**src/rtl/core/u16st_pkg.sv**
```systemverilog
`timescale 1ns / 1ps
// ----------------------------------------------------------------------------
// u16st_pkg
// Types and constants shared by the UTF-16 stream transcoder.
// ----------------------------------------------------------------------------
package u16st_pkg;

  localparam int unsigned ValueW = 21;
  localparam int unsigned AddrW  = 3;

  localparam logic RegDirection  = 1'b0;
  localparam logic RegErrorValue = 1'b1;

  localparam logic [ValueW-1:0] ErrorValueReset = 21'h00FFFD;
  localparam logic [31:0]       MaxCodePoint    = 32'h0010FFFF;
  localparam logic [31:0]       SurrogateFirst  = 32'h0000D800;
  localparam logic [31:0]       SurrogateLast   = 32'h0000DFFF;
  localparam logic [31:0]       NonCharA        = 32'h0000FFFE;
  localparam logic [31:0]       NonCharB        = 32'h0000FFFF;
  localparam logic [31:0]       SuppBase        = 32'h00010000;
  localparam logic [5:0]        HighTag         = 6'b110110;
  localparam logic [5:0]        LowTag          = 6'b110111;

  typedef enum logic {
    DirEncode = 1'b0,
    DirDecode = 1'b1
  } dir_e;

  typedef struct packed {
    logic [31:0] in_word;
    logic        end_of_stream;
  } in_req_t;

  typedef struct packed {
    logic [ValueW-1:0] out_value;
    logic              is_error;
    logic              run_last;
    logic              stream_last;
  } out_req_t;

  // Up to two results produced by one input request.
  typedef struct packed {
    logic [ValueW-1:0] value0;
    logic              err0;
    logic [ValueW-1:0] value1;
    logic              err1;
    logic              two;
    logic              eos;
  } job_t;

endpackage

```
**src/rtl/core/u16st_front.sv**
```systemverilog
`timescale 1ns / 1ps
// ----------------------------------------------------------------------------
// u16st_front
// Accepts requests, classifies them and builds a job of up to two results.
// Holds the pending high surrogate in decode mode.
// ----------------------------------------------------------------------------
module u16st_front (
  input  logic                 clk_i,
  input  logic                 rst_ni,
  input  logic                 accept_i,
  input  u16st_pkg::in_req_t   req_i,
  input  u16st_pkg::dir_e      dir_i,
  input  logic [20:0]          err_value_i,
  output logic                 push_o,
  output u16st_pkg::job_t      job_o
);
  import u16st_pkg::*;

  logic [9:0]        pend_bits_q, pend_bits_d;
  logic              pend_valid_q, pend_valid_d;
  logic [31:0]       word;
  logic [15:0]       unit;
  logic              is_low, is_high, nonchar;
  logic              enc_bad;
  logic [ValueW-1:0] supp;
  logic [ValueW-1:0] pair_cp;
  logic              q_has, q_err;
  logic [ValueW-1:0] q_val;
  logic              n_any;

  assign word    = req_i.in_word;
  assign unit    = word[15:0];
  assign is_low  = (unit[15:10] == LowTag);
  assign is_high = (unit[15:10] == HighTag);
  assign nonchar = ({16'h0000, unit} == NonCharA) || ({16'h0000, unit} == NonCharB);
  assign enc_bad = (word > MaxCodePoint) || (word == NonCharA) || (word == NonCharB) ||
                   ((word >= SurrogateFirst) && (word <= SurrogateLast));
  assign supp    = word[ValueW-1:0] - SuppBase[ValueW-1:0];
  assign pair_cp = {1'b0, pend_bits_q, unit[9:0]} + SuppBase[ValueW-1:0];

  always_comb begin
    job_o        = '0;
    job_o.eos    = req_i.end_of_stream;
    n_any        = 1'b0;
    q_has        = 1'b0;
    q_err        = 1'b0;
    q_val        = '0;
    pend_bits_d  = pend_bits_q;
    pend_valid_d = pend_valid_q;
    if (dir_i == DirEncode) begin
      n_any        = 1'b1;
      pend_bits_d  = '0;
      pend_valid_d = 1'b0;
      if (enc_bad) begin
        job_o.value0 = err_value_i;
        job_o.err0   = 1'b1;
      end else if (word < SuppBase) begin
        job_o.value0 = word[ValueW-1:0];
      end else begin
        job_o.value0 = {5'b0, HighTag, supp[19:10]};
        job_o.value1 = {5'b0, LowTag, supp[9:0]};
        job_o.two    = 1'b1;
      end
    end else begin
      pend_bits_d  = '0;
      pend_valid_d = 1'b0;
      // result caused by the unit itself, when not completing a pair
      if (nonchar || is_low) begin
        q_has = 1'b1;
        q_err = 1'b1;
        q_val = err_value_i;
      end else if (is_high) begin
        if (req_i.end_of_stream) begin
          q_has = 1'b1;
          q_err = 1'b1;
          q_val = err_value_i;
        end else begin
          pend_bits_d  = unit[9:0];
          pend_valid_d = 1'b1;
        end
      end else begin
        q_has = 1'b1;
        q_val = {5'b0, unit};
      end
      if (pend_valid_q && is_low) begin
        n_any        = 1'b1;
        job_o.value0 = pair_cp;
        pend_bits_d  = '0;
        pend_valid_d = 1'b0;
      end else if (pend_valid_q) begin
        n_any        = 1'b1;
        job_o.value0 = err_value_i;
        job_o.err0   = 1'b1;
        job_o.value1 = q_val;
        job_o.err1   = q_err;
        job_o.two    = q_has;
      end else begin
        n_any        = q_has;
        job_o.value0 = q_val;
        job_o.err0   = q_err;
      end
      if (req_i.end_of_stream) begin
        pend_bits_d  = '0;
        pend_valid_d = 1'b0;
      end
    end
  end

  assign push_o = accept_i && n_any;

  always_ff @(posedge clk_i or negedge rst_ni) begin
    if (!rst_ni) begin
      pend_bits_q  <= '0;
      pend_valid_q <= 1'b0;
    end else if (accept_i) begin
      pend_bits_q  <= pend_bits_d;
      pend_valid_q <= pend_valid_d;
    end
  end

endmodule

```
**src/rtl/core/u16st_queue.sv**
```systemverilog
`timescale 1ns / 1ps
// ----------------------------------------------------------------------------
// u16st_queue
// Two-entry job queue between the front and back ends.
// ----------------------------------------------------------------------------
module u16st_queue (
  input  logic             clk_i,
  input  logic             rst_ni,
  input  logic             push_i,
  input  u16st_pkg::job_t  job_i,
  input  logic             pop_i,
  output logic             full_o,
  output logic             empty_o,
  output u16st_pkg::job_t  head_o
);
  import u16st_pkg::*;

  localparam int unsigned Depth = 2;

  job_t       mem_q [Depth];
  logic       wr_ptr_q, rd_ptr_q;
  logic [1:0] count_q, count_d;

  assign full_o  = (count_q == 2'(Depth));
  assign empty_o = (count_q == 2'd0);
  assign head_o  = mem_q[rd_ptr_q];

  always_comb begin
    count_d = count_q;
    if (push_i && !pop_i) begin
      count_d = count_q + 2'd1;
    end else if (pop_i && !push_i) begin
      count_d = count_q - 2'd1;
    end
  end

  always_ff @(posedge clk_i) begin
    if (push_i) begin
      mem_q[wr_ptr_q] <= job_i;
    end
  end

  always_ff @(posedge clk_i or negedge rst_ni) begin
    if (!rst_ni) begin
      wr_ptr_q <= 1'b0;
      rd_ptr_q <= 1'b0;
      count_q  <= '0;
    end else begin
      count_q <= count_d;
      if (push_i) begin
        wr_ptr_q <= ~wr_ptr_q;
      end
      if (pop_i) begin
        rd_ptr_q <= ~rd_ptr_q;
      end
    end
  end

endmodule

```
**src/rtl/core/u16st_back.sv**
```systemverilog
`timescale 1ns / 1ps
// ----------------------------------------------------------------------------
// u16st_back
// Walks the results of the queue head job, one per cycle unless stalled.
// ----------------------------------------------------------------------------
module u16st_back (
  input  logic                clk_i,
  input  logic                rst_ni,
  input  logic                empty_i,
  input  u16st_pkg::job_t     head_i,
  output logic                pop_o,
  output logic                out_valid_o,
  input  logic                out_stall_i,
  output u16st_pkg::out_req_t out_req_o
);
  import u16st_pkg::*;

  logic sel_q;
  logic last;
  logic take;

  assign out_valid_o = !empty_i;
  assign last        = !head_i.two || sel_q;
  assign take        = out_valid_o && !out_stall_i;
  assign pop_o       = take && last;

  always_comb begin
    out_req_o.out_value   = sel_q ? head_i.value1 : head_i.value0;
    out_req_o.is_error    = sel_q ? head_i.err1 : head_i.err0;
    out_req_o.run_last    = last;
    out_req_o.stream_last = last && head_i.eos;
  end

  always_ff @(posedge clk_i or negedge rst_ni) begin
    if (!rst_ni) begin
      sel_q <= 1'b0;
    end else if (take) begin
      sel_q <= !last;
    end
  end

endmodule

```
**src/rtl/core/utf16_stream_transcoder_unit.sv**
```systemverilog
`timescale 1ns / 1ps
// ----------------------------------------------------------------------------
// utf16_stream_transcoder_unit
// Streaming UTF-16 encoder/decoder with programmable error value.
// ----------------------------------------------------------------------------
// The block takes one request per cycle and delivers one result per cycle,
// unless the queue is full or the output is stalled. A code point encoded
// as a surrogate pair, or a decode error reported ahead of the current
// unit, yields two results, which the back end delivers one after another
// through its single result port; a two-entry queue between front and back
// lets input continue while results wait.
// Register 0 (address 0) is the direction, 0 encode, 1 decode; register 1
// (address 4) is the 21-bit error value, reset 0xFFFD. Write them idle only.
// ----------------------------------------------------------------------------
module utf16_stream_transcoder_unit (
  input  logic                clk_i,
  input  logic                rst_ni,
  input  logic                in_valid_i,
  output logic                in_stall_o,
  input  u16st_pkg::in_req_t  in_req_i,
  output logic                out_valid_o,
  input  logic                out_stall_i,
  output u16st_pkg::out_req_t out_req_o,
  input  logic                psel,
  input  logic                penable,
  input  logic                pwrite,
  input  logic [2:0]          paddr,
  input  logic [31:0]         pwdata,
  output logic [31:0]         prdata,
  output logic                pready
);
  import u16st_pkg::*;

  dir_e              dir_q;
  logic [ValueW-1:0] err_value_q;
  logic              cfg_wr;
  logic              accept;
  logic              push, pop, full, empty;
  job_t              job, head;

  assign pready = 1'b1;
  assign cfg_wr = psel && penable && pwrite && pready;

  always_ff @(posedge clk_i or negedge rst_ni) begin
    if (!rst_ni) begin
      dir_q       <= DirEncode;
      err_value_q <= ErrorValueReset;
    end else if (cfg_wr) begin
      if (paddr[AddrW-1] == RegDirection) begin
        dir_q <= dir_e'(pwdata[0]);
      end else begin
        err_value_q <= pwdata[ValueW-1:0];
      end
    end
  end

  always_comb begin
    if (paddr[AddrW-1] == RegErrorValue) begin
      prdata = {11'b0, err_value_q};
    end else begin
      prdata = {31'b0, dir_q};
    end
  end

  assign in_stall_o = full;
  assign accept     = in_valid_i && !full;

  u16st_front u_front (
    .clk_i       (clk_i),
    .rst_ni      (rst_ni),
    .accept_i    (accept),
    .req_i       (in_req_i),
    .dir_i       (dir_q),
    .err_value_i (err_value_q),
    .push_o      (push),
    .job_o       (job)
  );

  u16st_queue u_queue (
    .clk_i   (clk_i),
    .rst_ni  (rst_ni),
    .push_i  (push),
    .job_i   (job),
    .pop_i   (pop),
    .full_o  (full),
    .empty_o (empty),
    .head_o  (head)
  );

  u16st_back u_back (
    .clk_i       (clk_i),
    .rst_ni      (rst_ni),
    .empty_i     (empty),
    .head_i      (head),
    .pop_o       (pop),
    .out_valid_o (out_valid_o),
    .out_stall_i (out_stall_i),
    .out_req_o   (out_req_o)
  );

endmodule

```
**config.mk**
```make
export PLATFORM = sky130hd
export DESIGN_NAME = utf16_stream_transcoder_unit
export DESIGN_NICKNAME = d
export VERILOG_FILES = /design/src/rtl/core/u16st_pkg.sv /design/src/rtl/core/u16st_front.sv /design/src/rtl/core/u16st_queue.sv /design/src/rtl/core/u16st_back.sv /design/src/rtl/core/utf16_stream_transcoder_unit.sv
export SDC_FILE = /design/constraint.sdc
export NUM_CORES = 1
export LEC_CHECK = 0
export BUFFER_PORTS_ARGS = -buffer_cell sky130_fd_sc_hd__buf_2
export CAP_MARGIN = 20
export CORE_ASPECT_RATIO = 0.75
export CORE_UTILIZATION = 35
export DETAILED_ROUTE_END_ITERATION = 8
export PLACE_DENSITY = 0.52
export SLEW_MARGIN = 10
export SYNTH_ARGS = -nofsm -noshare
export SYNTH_HDL_FRONTEND = slang
export SYNTH_HIERARCHICAL = 1
export SYNTH_SLANG_ARGS = --single-unit
```
**constraint.sdc**
```tcl
create_clock -name clk_i -period 6.97 [get_ports clk_i]
set_input_delay 0.697 -clock clk_i [delete_from_list [all_inputs] [get_ports clk_i]]
set_output_delay 0.697 -clock clk_i [all_outputs]
set_load 0.1 [all_outputs]
```
**Yosys cells after proc, flatten, opt, wreduce, memory -nomap -nowiden**

Memory sizes are Yosys's and may differ from the RTL's.
Index checks and enable logic that the tools add are counted.
Widths: inputs -> output; s select.

- RAM bits: 92
- Input bits: 75
- Flip-flop bits (word level): 38
- Memories kept: 1
- Word-level logic and storage cells: 97

Memory list:

| memory | words | bits a word | read ports | clocked after Yosys merged registers in | write ports | RTL line | source |
|---|---|---|---|---|---|---|---|
| u_queue.mem_q | 2 | 46 | 1 | 0 | 1 | u16st_queue.sv:20 | `job_t mem_q [Depth];` |

- Mux-type cells: 42
- Equality and inequality tests: 7
- Bitwise operators: 3
- Reduce and logical (&&, ||, !) cells: 28
- Add/subtract/negate cells: 4
- Order comparisons: 4

Operators by type and width:

| operator | count |
|---|---|
| $mux 21 | 9 |
| $eq 32x16->1 const B | 2 |
| $mux 10 | 5 |
| $mux 43 | 1 |
| $eq 16x16->1 const B | 2 |
| $ge 32x16->1 const B | 1 |
| $gt 32x21->1 const B | 1 |
| $le 32x16->1 const B | 1 |
| $lt 32x17->1 const B | 1 |
| $mux 24 | 1 |
| $mux 23 | 1 |
| $mux 22 | 1 |
| $add 20x17->21 const B | 1 |
| $mux 1 | 21 |
| $sub 20x17->20 const B | 1 |
| $mux 16 | 1 |
| $eq 6x6->1 const B | 2 |
| $logic_and 1x1->1 | 11 |
| $logic_not 1->1 | 7 |
| $logic_or 1x1->1 | 6 |
| $mux 2 | 2 |
| $reduce_and 2->1 | 2 |
| $not 1->1 | 3 |
| $add 2x1->2 const B | 1 |
| 4 further kinds | 4 |

**Logic depth before layout (Yosys ltp)**

Gate-level depths: netlist of the first run.

- Depth after elaboration: 12
- Gate-level depth with buffers: 10

**Modules after synthesis**

Netlist of the first run, hierarchy kept.

Modules (own cells, without submodules):

| module | times used | cells an instance | area each (um^2) |
|---|---|---|---|
| u16st_queue | 1 | 159 | 3629.7 |
| u16st_front | 1 | 254 | 1889.3 |
| utf16_stream_transcoder_unit | 1 | 86 | 1183.6 |
| u16st_back | 1 | 33 | 446.7 |

**Least setup slack after synthesis of the first run**

OpenSTA, ideal clock, no wires.

- Path kind: register -> register
- Start: reg u_queue.count_q[1]
- End: mem u_queue/mem_q[0][0] (netlist name), enable pin
- Arrival: 3.764 ns
- Stages on the path, launching flop included: 7
- Required time: 6.515 ns
- Setup slack: 2.751 ns
- Setup time: 0.455 ns
- Cell sequence: dfrtp_1 > nor2b_1 > nor2b_1 > inv_1 > clkbuf_1 > a31oi_1 > nor2b_1

- Longest elaborated chain between the ends: 6

RTL lines:

| what | RTL line | source |
|---|---|---|
| start: declaration | u16st_queue.sv:22 | `logic [1:0] count_q, count_d;` |
| start signal: assignment | u16st_queue.sv:49 | `count_q <= count_d;` |
| $eq 2x2->1 | u16st_queue.sv:24 | `assign full_o = (count_q == 2'(Depth));` |
| net in_stall_o | utf16_stream_transcoder_unit.sv:19 | `output logic in_stall_o,` |
| $logic_not 1->1 | utf16_stream_transcoder_unit.sv:66 | `assign accept = in_valid_i && !full;` |
| $logic_and 1x1->1 | utf16_stream_transcoder_unit.sv:66 |  |
| net accept | utf16_stream_transcoder_unit.sv:37 | `logic accept;` |
| $logic_and 1x1->1 | u16st_front.sv:109 | `assign push_o = accept_i && n_any;` |
| net push | utf16_stream_transcoder_unit.sv:38 | `logic push, pop, full, empty;` |
| $mux 1 | u16st_queue.sv:38 | `if (push_i) begin` |
| $mux 1 (not written as such) | u16st_queue.sv:39 | `mem_q[wr_ptr_q] <= job_i;` |
| end: declaration | u16st_queue.sv:20 |  |

The timed path passes the listed nets, and every way through them passes these cells.

**Worst setup path in the final report of the first run**

- Start: reg u_queue.count_q[1]
- End: mem u_queue/mem_q[0][18] (netlist name), enable pin

- Longest elaborated chain between the ends: 6

RTL lines:

| what | RTL line |
|---|---|
| $eq 2x2->1 | u16st_queue.sv:24 |
| $logic_not 1->1 | utf16_stream_transcoder_unit.sv:66 |
| $logic_and 1x1->1 | utf16_stream_transcoder_unit.sv:66 |
| net accept | utf16_stream_transcoder_unit.sv:37 |
| $logic_and 1x1->1 | u16st_front.sv:109 |
| net push | utf16_stream_transcoder_unit.sv:38 |
| $mux 1 | u16st_queue.sv:38 |
| $mux 1 (not written as such) | u16st_queue.sv:39 |

The timed path passes the listed nets, and every way through them passes these cells.

==> results of run 1 <==
[area by class of cell]
class                   count  share of cell area, %
multi-input cells         352                   36.4
clock inverters            14                   2.22
repair buffers            117                   7.58
flip-flops and latches    130                   44.2
well taps                 253                   3.74
inverters                  16                  0.710
clock buffers              18                   5.19
[path summary, 6_finish.rpt]
check / from / endpoint / slack [ns] / depth (start not counted)
max in group asynchronous: rst_ni / u_queue/rd_ptr_q$_DFFE_PN0P_ / 5.95 / 1
worst min-delay path: rst_ni / u_queue/count_q[1]$_DFFE_PN0P_ / 0.40 / 1
min in group clk_i: u_queue/count_q[1]$_DFFE_PN0P_ / u_queue/count_q[1]$_DFFE_PN0P_ / 0.49 / 1
worst min register to register: u_queue/count_q[1]$_DFFE_PN0P_ / u_queue/count_q[1]$_DFFE_PN0P_ / 0.49 / 1
worst max-delay path: u_queue/count_q[1]$_DFFE_PN0P_ / u_queue/mem_q[0][18]$_DFFE_PP_ / 3.82 / 6
worst max register to register: u_queue/count_q[1]$_DFFE_PN0P_ / u_queue/mem_q[0][18]$_DFFE_PP_ / 3.82 / 6
[sequential cells by signal (all words and copies together) (netlist names)]
register,count
dir_q,1
err_value_q,21
u_back/sel_q,1
u_front/pend_bits_q,10
u_front/pend_valid_q,1
u_queue/count_q,2
u_queue/mem_q,92
u_queue/rd_ptr_q,1
u_queue/wr_ptr_q,1
[logic make-up (layout without fill, tap and decap cells)]
group                    Yosys count  after routing  share of synthesized area [%]
adder cells (fa/ha/maj)            4              4                          0.700
other                              2             12                          0.105
flip-flops                       130            130                           52.2
XOR/XNOR                           9              9                           1.10
multiplexers                     113            113                           21.1
AND/OR/NAND/NOR                  113            113                           9.01
buffers and inverters             60            165                           5.41
AO/OA/AOI/OAI                    101            101                           10.4
[cell usage in the layout (no fill, tap or decap), types with 4 or more instances in the layout]
cell        instances
conb_1             12
ha_1                4
xor2_1              6
a22oi_1             6
dfstp_2            15
mux2i_1            18
buf_2             108
clkinv_2            4
nand4_1             4
nand2_1            22
bufinv_16           4
clkinvlp_4          4
clkbuf_16          17
inv_1              16
buf_4               7
mux2_4             69
mux2_2             26
dfrtp_1            22
edfxtp_1           92
nor3_1              4
o21ai_0            28
and3_1              4
o2bb2ai_1           4
and2_1             27
o221ai_1            8
a22o_1             20
nand3_1            10
a21oi_1             9
nor2_1             17
[stage by stage]
stage | area (sq um) | power [W] | hold WS (ns)
detailed placement | 7800 | 0.00302 | 0.481
floorplan | 7190 | 0.00276 | 0.401
global route | 8450 | 0.00407 | 0.476
CTS | 8430 | 0.00396 | 0.436
global placement | 7780 | 0.00299 | 0.474
finish | 8450 | 0.00393 | 0.404
[metal layers]
metal / up-vias / track usage (%)
li1: 2186 / -
met1: 2367 / 23.6
met2: 183 / 25.7
met3: 13 / 4.37
met4: 0 / 4.03
met5: - / 0
[power groups by stage]
stage | sequential [W] | clock [W] | combinational, W
2_1_floorplan | 0.00114 | 0 | 0.00162
3_3_place_gp | 0.00116 | 0 | 0.00183
3_5_place_dp | 0.00117 | 0 | 0.00185
4_1_cts | 0.00115 | 0.000950 | 0.00186
5_1_grt | 0.00117 | 0.000979 | 0.00192
6_report | 0.00115 | 0.000934 | 0.00184
[worst register-to-register path, stage by stage, from the launching register on]
cell	delay [ns]
dfrtp_1	0.40
nor2b_1	0.14
nor2b_1	0.28
inv_1	0.29
a31oi_1	0.49
nor2b_4	0.73
buf_4	0.46
==> flow_summary.toml, run 1 <==
[final_layout]
multi_input_area_sq_mm = 0.00308
final-seq-area_sq_mm = 0.00373
antennaDiodeCount = 0
drive_gt1_share_pct = 42.2
layoutNonFillerInstCount = 900
syn2layout_area_growth_pct = 18.3
post-route-util_pct = 43.0
num-fill-cells = 1805
final_nets = 713

[sta]
layout_setup_ws_ns = 3.82
fmax_ghz = 0.318
hold_viol = 0
final-max-slew-violation-count = 0
rsz0062_at_grt = "false"
worst_pin_slew_ns = 0.922
setup_viol = 0
period_minus_slack_ns = 3.15
skew_ns = 0.00600
tns_ns = 0
min_period_over_period_pct = 45.2
maxSlewHeadroom_pct = 38.6

[min_path]
hold_path.class = "in -> async"

[run]
maxCapViolCount = 0

[critical_path]
slowest_delay_ns = 0.73
path_common_cell = "nor2b_1"
worstPathRequired_ns = 7.05
cp_max_fo = 24
cp-start-kind = "flop"
critPathKind = "reg -> reg"
slowest_stage = "nor2b_4"
worst_setup_path_end_kind = "flop"
cpLargestDelayFamily = "simple AND/OR/NAND/NOR gates"
cp_cell_sequence = "nor2b_1 -> nor2b_1 -> inv_1 -> a31oi_1 -> nor2b_4 -> buf_4"
arrival_ns = 3.23
crit_buf_inv = 2

[drt]
wl_met2_microns = 7570
routed_wl_microns = 17200
ant_nets = 0
dr_wl_met3_microns = 1220
top_layer = "met4"
drc = 0
dr.pass1.iters = 5
wl_met1_microns = 8260
vias = 4749
drtIter0Drc = 350
routedWlPerCell_microns = 19.1
vias_per_cell = 5.28

[floorplan]
start_util_pct = 36.4
die-area_sq_mm = 0.0210
core_area_sq_mm = 0.0197
die_w_microns = 167
rows = 44
die_h_microns = 126
io_pins = 134

[clock_network]
cts_hold_buf = 0
cts_buffers = 17
clock-sinks = 130
cts-resized-gates = 0
clockBufferDepth = 2
cts_tree = "yes"
cts.htree.levels = 4
clkLatencyLatePin_ns = 0.42
cts_root_buffer = "clkbuf_16"
path_clk_slew_ns = 0.06
postCtsSetupBuffers = 0

[pwr]
clkPwrFrac_pct = 23.8
ir_drop_v = 0.000207
power.density_mw_per_mm2 = 465
seqPwrFrac_pct = 29.4
p_comb_share_pct = 46.9
p_sw_w = 0.00174
p_sw_share_pct = 44.2
leakage_nw = 3.52
intPower_w = 0.00219

[global_route]
antenna_found_initial = 1
grt_max_degree = 48
grt_usage_pct = 16.7
grt_pass1_vias = 4665
overflow = 0
grt_pass1_wl_microns = 26200

[yosys]
avgSynthCellArea_sq_um = 13.4
syn-cell-area_sq_mm = 0.00715
synth_commonest_cells = "92 x edfxtp_1, 69 x mux2_4, 28 x and2_1, 28 x o21ai_0, 26 x mux2_2"
synth_top_area_share_pct = 38.6
ys_seq_area_share_pct = 52.2
synth_ff_type = "edfxtp_1"
synthArstFlopShare_pct = 29.2
yosysWarnings = 6
synth_edf_count = 92
synthMostInstantiatedCell = "edfxtp_1"
synthDistinctLibCells = 61
synth.area.top_cells = "edfxtp_1 39%, mux2_4 14%, dfrtp_1 8.1%"
synth_cells = 532
yosysTopAreaCell = "edfxtp_1"
synth_seq_cells = 130

[place]
port_buffers = 108
gp_congestion = 0.826
place_inst = 867
place_hpwl_microns = 12100
pre_cts_ws_ns = 3.56

[run_status]
outcome = "finished, final reports clean"
Power figures use the tool's default switching activity.
==> run 2, diff against run 1 <==
--- a/config.mk
+++ b/config.mk
@@ -10,7 +10,7 @@
 export CORE_ASPECT_RATIO = 0.75
 export CORE_UTILIZATION = 35
 export DETAILED_ROUTE_END_ITERATION = 8
-export PLACE_DENSITY = 0.52
+export PLACE_DENSITY = 0.54
 export SLEW_MARGIN = 10
 export SYNTH_ARGS = -nofsm -noshare
 export SYNTH_HDL_FRONTEND = slang
==> constraint.sdc (replaced) <==
create_clock -name clk_i -period 2.7 [get_ports clk_i]
set_input_delay 0.27 -clock clk_i [delete_from_list [all_inputs] [get_ports clk_i]]
set_output_delay 0.27 -clock clk_i [all_outputs]
set_load 0.1 [all_outputs]
==> run 2 against run 1 <==
  * Non-clock buffer count is 14 higher
  * Worst setup slack worse by 3.7 ns
  * Core utilization grew 0.55 points
  * Hold slack lost 0.35 ns
  * Routed wire length increased by 3.9%
  * Via count up 1.5%
  * Largest power group unchanged
==> flow_summary.toml, run 2 (synthesis results as in run 1) <==
[final_layout]
post-route-util_pct = 43.6
mostFrequentLayoutCell = "buf_2"
final-seq-area_sq_mm = 0.00373
layout_common_cells = "108 x buf_2, 92 x edfxtp_1, 69 x mux2_4, 28 x o21ai_0, 27 x and2_1"
syn2layout_area_growth_pct = 19.8
finalInstanceArea_sq_mm = 0.00856
multi_input_area_sq_mm = 0.00308
final_nets = 727
num-fill-cells = 1782
largest_reg_flops = 92
top_regs = "u_queue/mem_q (92), err_value_q (21), u_front/pend_bits_q (10)"
antennaDiodeCount = 0
largest_register = "u_queue/mem_q"
drive_gt1_share_pct = 43.0

[place]
place_hpwl_microns = 12800
port_buffers = 108
dpl_cell_area_sq_mm = 0.00794
gp_congestion = 0.841

[clock_network]
postCtsSetupBuffers = 0
cts_tree = "yes"
cts_buffers = 17
clockBufferDepth = 2
clkLatencyLatePin_ns = 0.42
clock-sinks = 130
path_clk_slew_ns = 0.06
cts.htree.levels = 4
cts_root_buffer = "clkbuf_16"

[drt]
vias_per_cell = 5.27
routedWlPerCell_microns = 19.6
drtIter0Drc = 335
ant_nets = 0
drc = 0
routed_wl_microns = 17900
dr.pass1.iters = 5
vias = 4820

[pwr]
leakage_nw = 3.58
p_comb_share_pct = 47.9
ir_drop_v = 0.000551
intPower_w = 0.00560
p_sw_share_pct = 44.6
seqPwrFrac_pct = 29.7
clkPwrFrac_pct = 22.4
power.density_mw_per_mm2 = 1180
p_sw_w = 0.00451

[sta]
setup_viol = 0
timing.hold.ws_ns = 0.0576
hold_viol = 0
min_period_over_period_pct = 96.1
rsz0062_at_grt = "false"
period_minus_slack_ns = 2.59
worst_pin_slew_ns = 0.628
tns_ns = 0
fmax_ghz = 0.385
skew_ns = 0.00632
maxSlewHeadroom_pct = 58.1
final-max-slew-violation-count = 0

[global_route]
use_met2_pct = 26.2
busiest_layer = "met2"
overflow = 0
gr-usage-met1_pct = 25.4
grt_pass1_wl_microns = 27800
grt_usage_pct = 17.8
antenna_found_initial = 0
use_met3_pct = 4.56
grt_max_degree = 39
grt_pass1_vias = 4875

[floorplan]
io_pins = 134
die_h_microns = 126
core_area_sq_mm = 0.0197
die_w_microns = 167
rows = 44
start_util_pct = 36.4
die-area_sq_mm = 0.0210

[run]
maxCapViolCount = 0

[critical_path]
worst_setup_path_end_kind = "output pin"
cp-start-kind = "flop"
critPathKind = "reg -> out"
cp_cell_sequence = "buf_4 -> mux2_2 -> mux2_4 -> buf_2"
worstPathRequired_ns = 2.43
crit_buf_inv = 2
slowest_stage = "buf_4"
cp_max_fo = 34
arrival_ns = 2.32
slowest_delay_ns = 0.53
cpLargestDelayFamily = "buffers and inverters"

[run_status]
outcome = "finished, final reports clean"

[min_path]
hold_path.class = "in -> reg"
-- run 2: what timing repair did --
item                                   4_1_cts  5_1_grt
resized for setup                            0        0
hold buffers                                 0        1
endpoints found under the hold margin        0        8
-- run 2: final timing paths --
kind | from | end | slack, ns | depth (start not counted)
setup / recovery | u_queue/rd_ptr_q$_DFFE_PN0P_ | out_req_o[8] | 0.11 | 4
hold / removal | out_stall_i | u_back/sel_q$_DFFE_PN0P_ | 0.06 | 2
setup reg to reg | u_queue/rd_ptr_q$_DFFE_PN0P_ | u_queue/count_q[1]$_DFFE_PN0P_ | 0.54 | 8
hold reg to reg | u_queue/count_q[1]$_DFFE_PN0P_ | u_queue/count_q[1]$_DFFE_PN0P_ | 0.51 | 1
max in group asynchronous | rst_ni | err_value_q[2]$_DFFE_PN1P_ | 1.92 | 3
min in group asynchronous | rst_ni | u_queue/count_q[0]$_DFFE_PN0P_ | 0.26 | 2
-- run 2: routing by layer --
| metal | wire length (microns) | part of all wire (%) | up-vias |
|---|---|---|---|
| met5 | 0 | 0 | - |
| met4 | 205 | 1.1 | 0 |
| met2 | 7790 | 44 | 204 |
| li1 | - | - | 2220 |
| met1 | 8710 | 49 | 2375 |
| met3 | 1180 | 6.6 | 21 |
-- run 2: final cells by class --
class | count | share of cell area, %
sequential | 130 | 43.6
multi-input combinational | 352 | 36.0
timing repair buffer | 131 | 9.09
clock buffer | 21 | 5.38
tap | 253 | 3.70
clock inverter | 11 | 1.52
inverter | 16 | 0.701
-- run 2: stage by stage --
stage          total power [W]  setup slack (ns)  instances
3_5_place_dp           0.00792            0.0723        880
6_report                0.0101             0.106        914
2_1_floorplan          0.00713             0.156        542
4_1_cts                 0.0102            0.0504        912
3_3_place_gp           0.00786             0.263        880
5_1_grt                 0.0105            0.0284        914
-- run 2: power groups by stage --
| stage | Clock (W) | Sequential (W) | Combinational (W) |
|---|---|---|---|
| finish | 0.00227 | 0.00301 | 0.00485 |
| global route | 0.00240 | 0.00306 | 0.00506 |
| CTS | 0.00233 | 0.00301 | 0.00489 |
| detailed placement | 0 | 0.00304 | 0.00488 |
| global placement | 0 | 0.00301 | 0.00484 |
| floorplan | 0 | 0.00293 | 0.00421 |
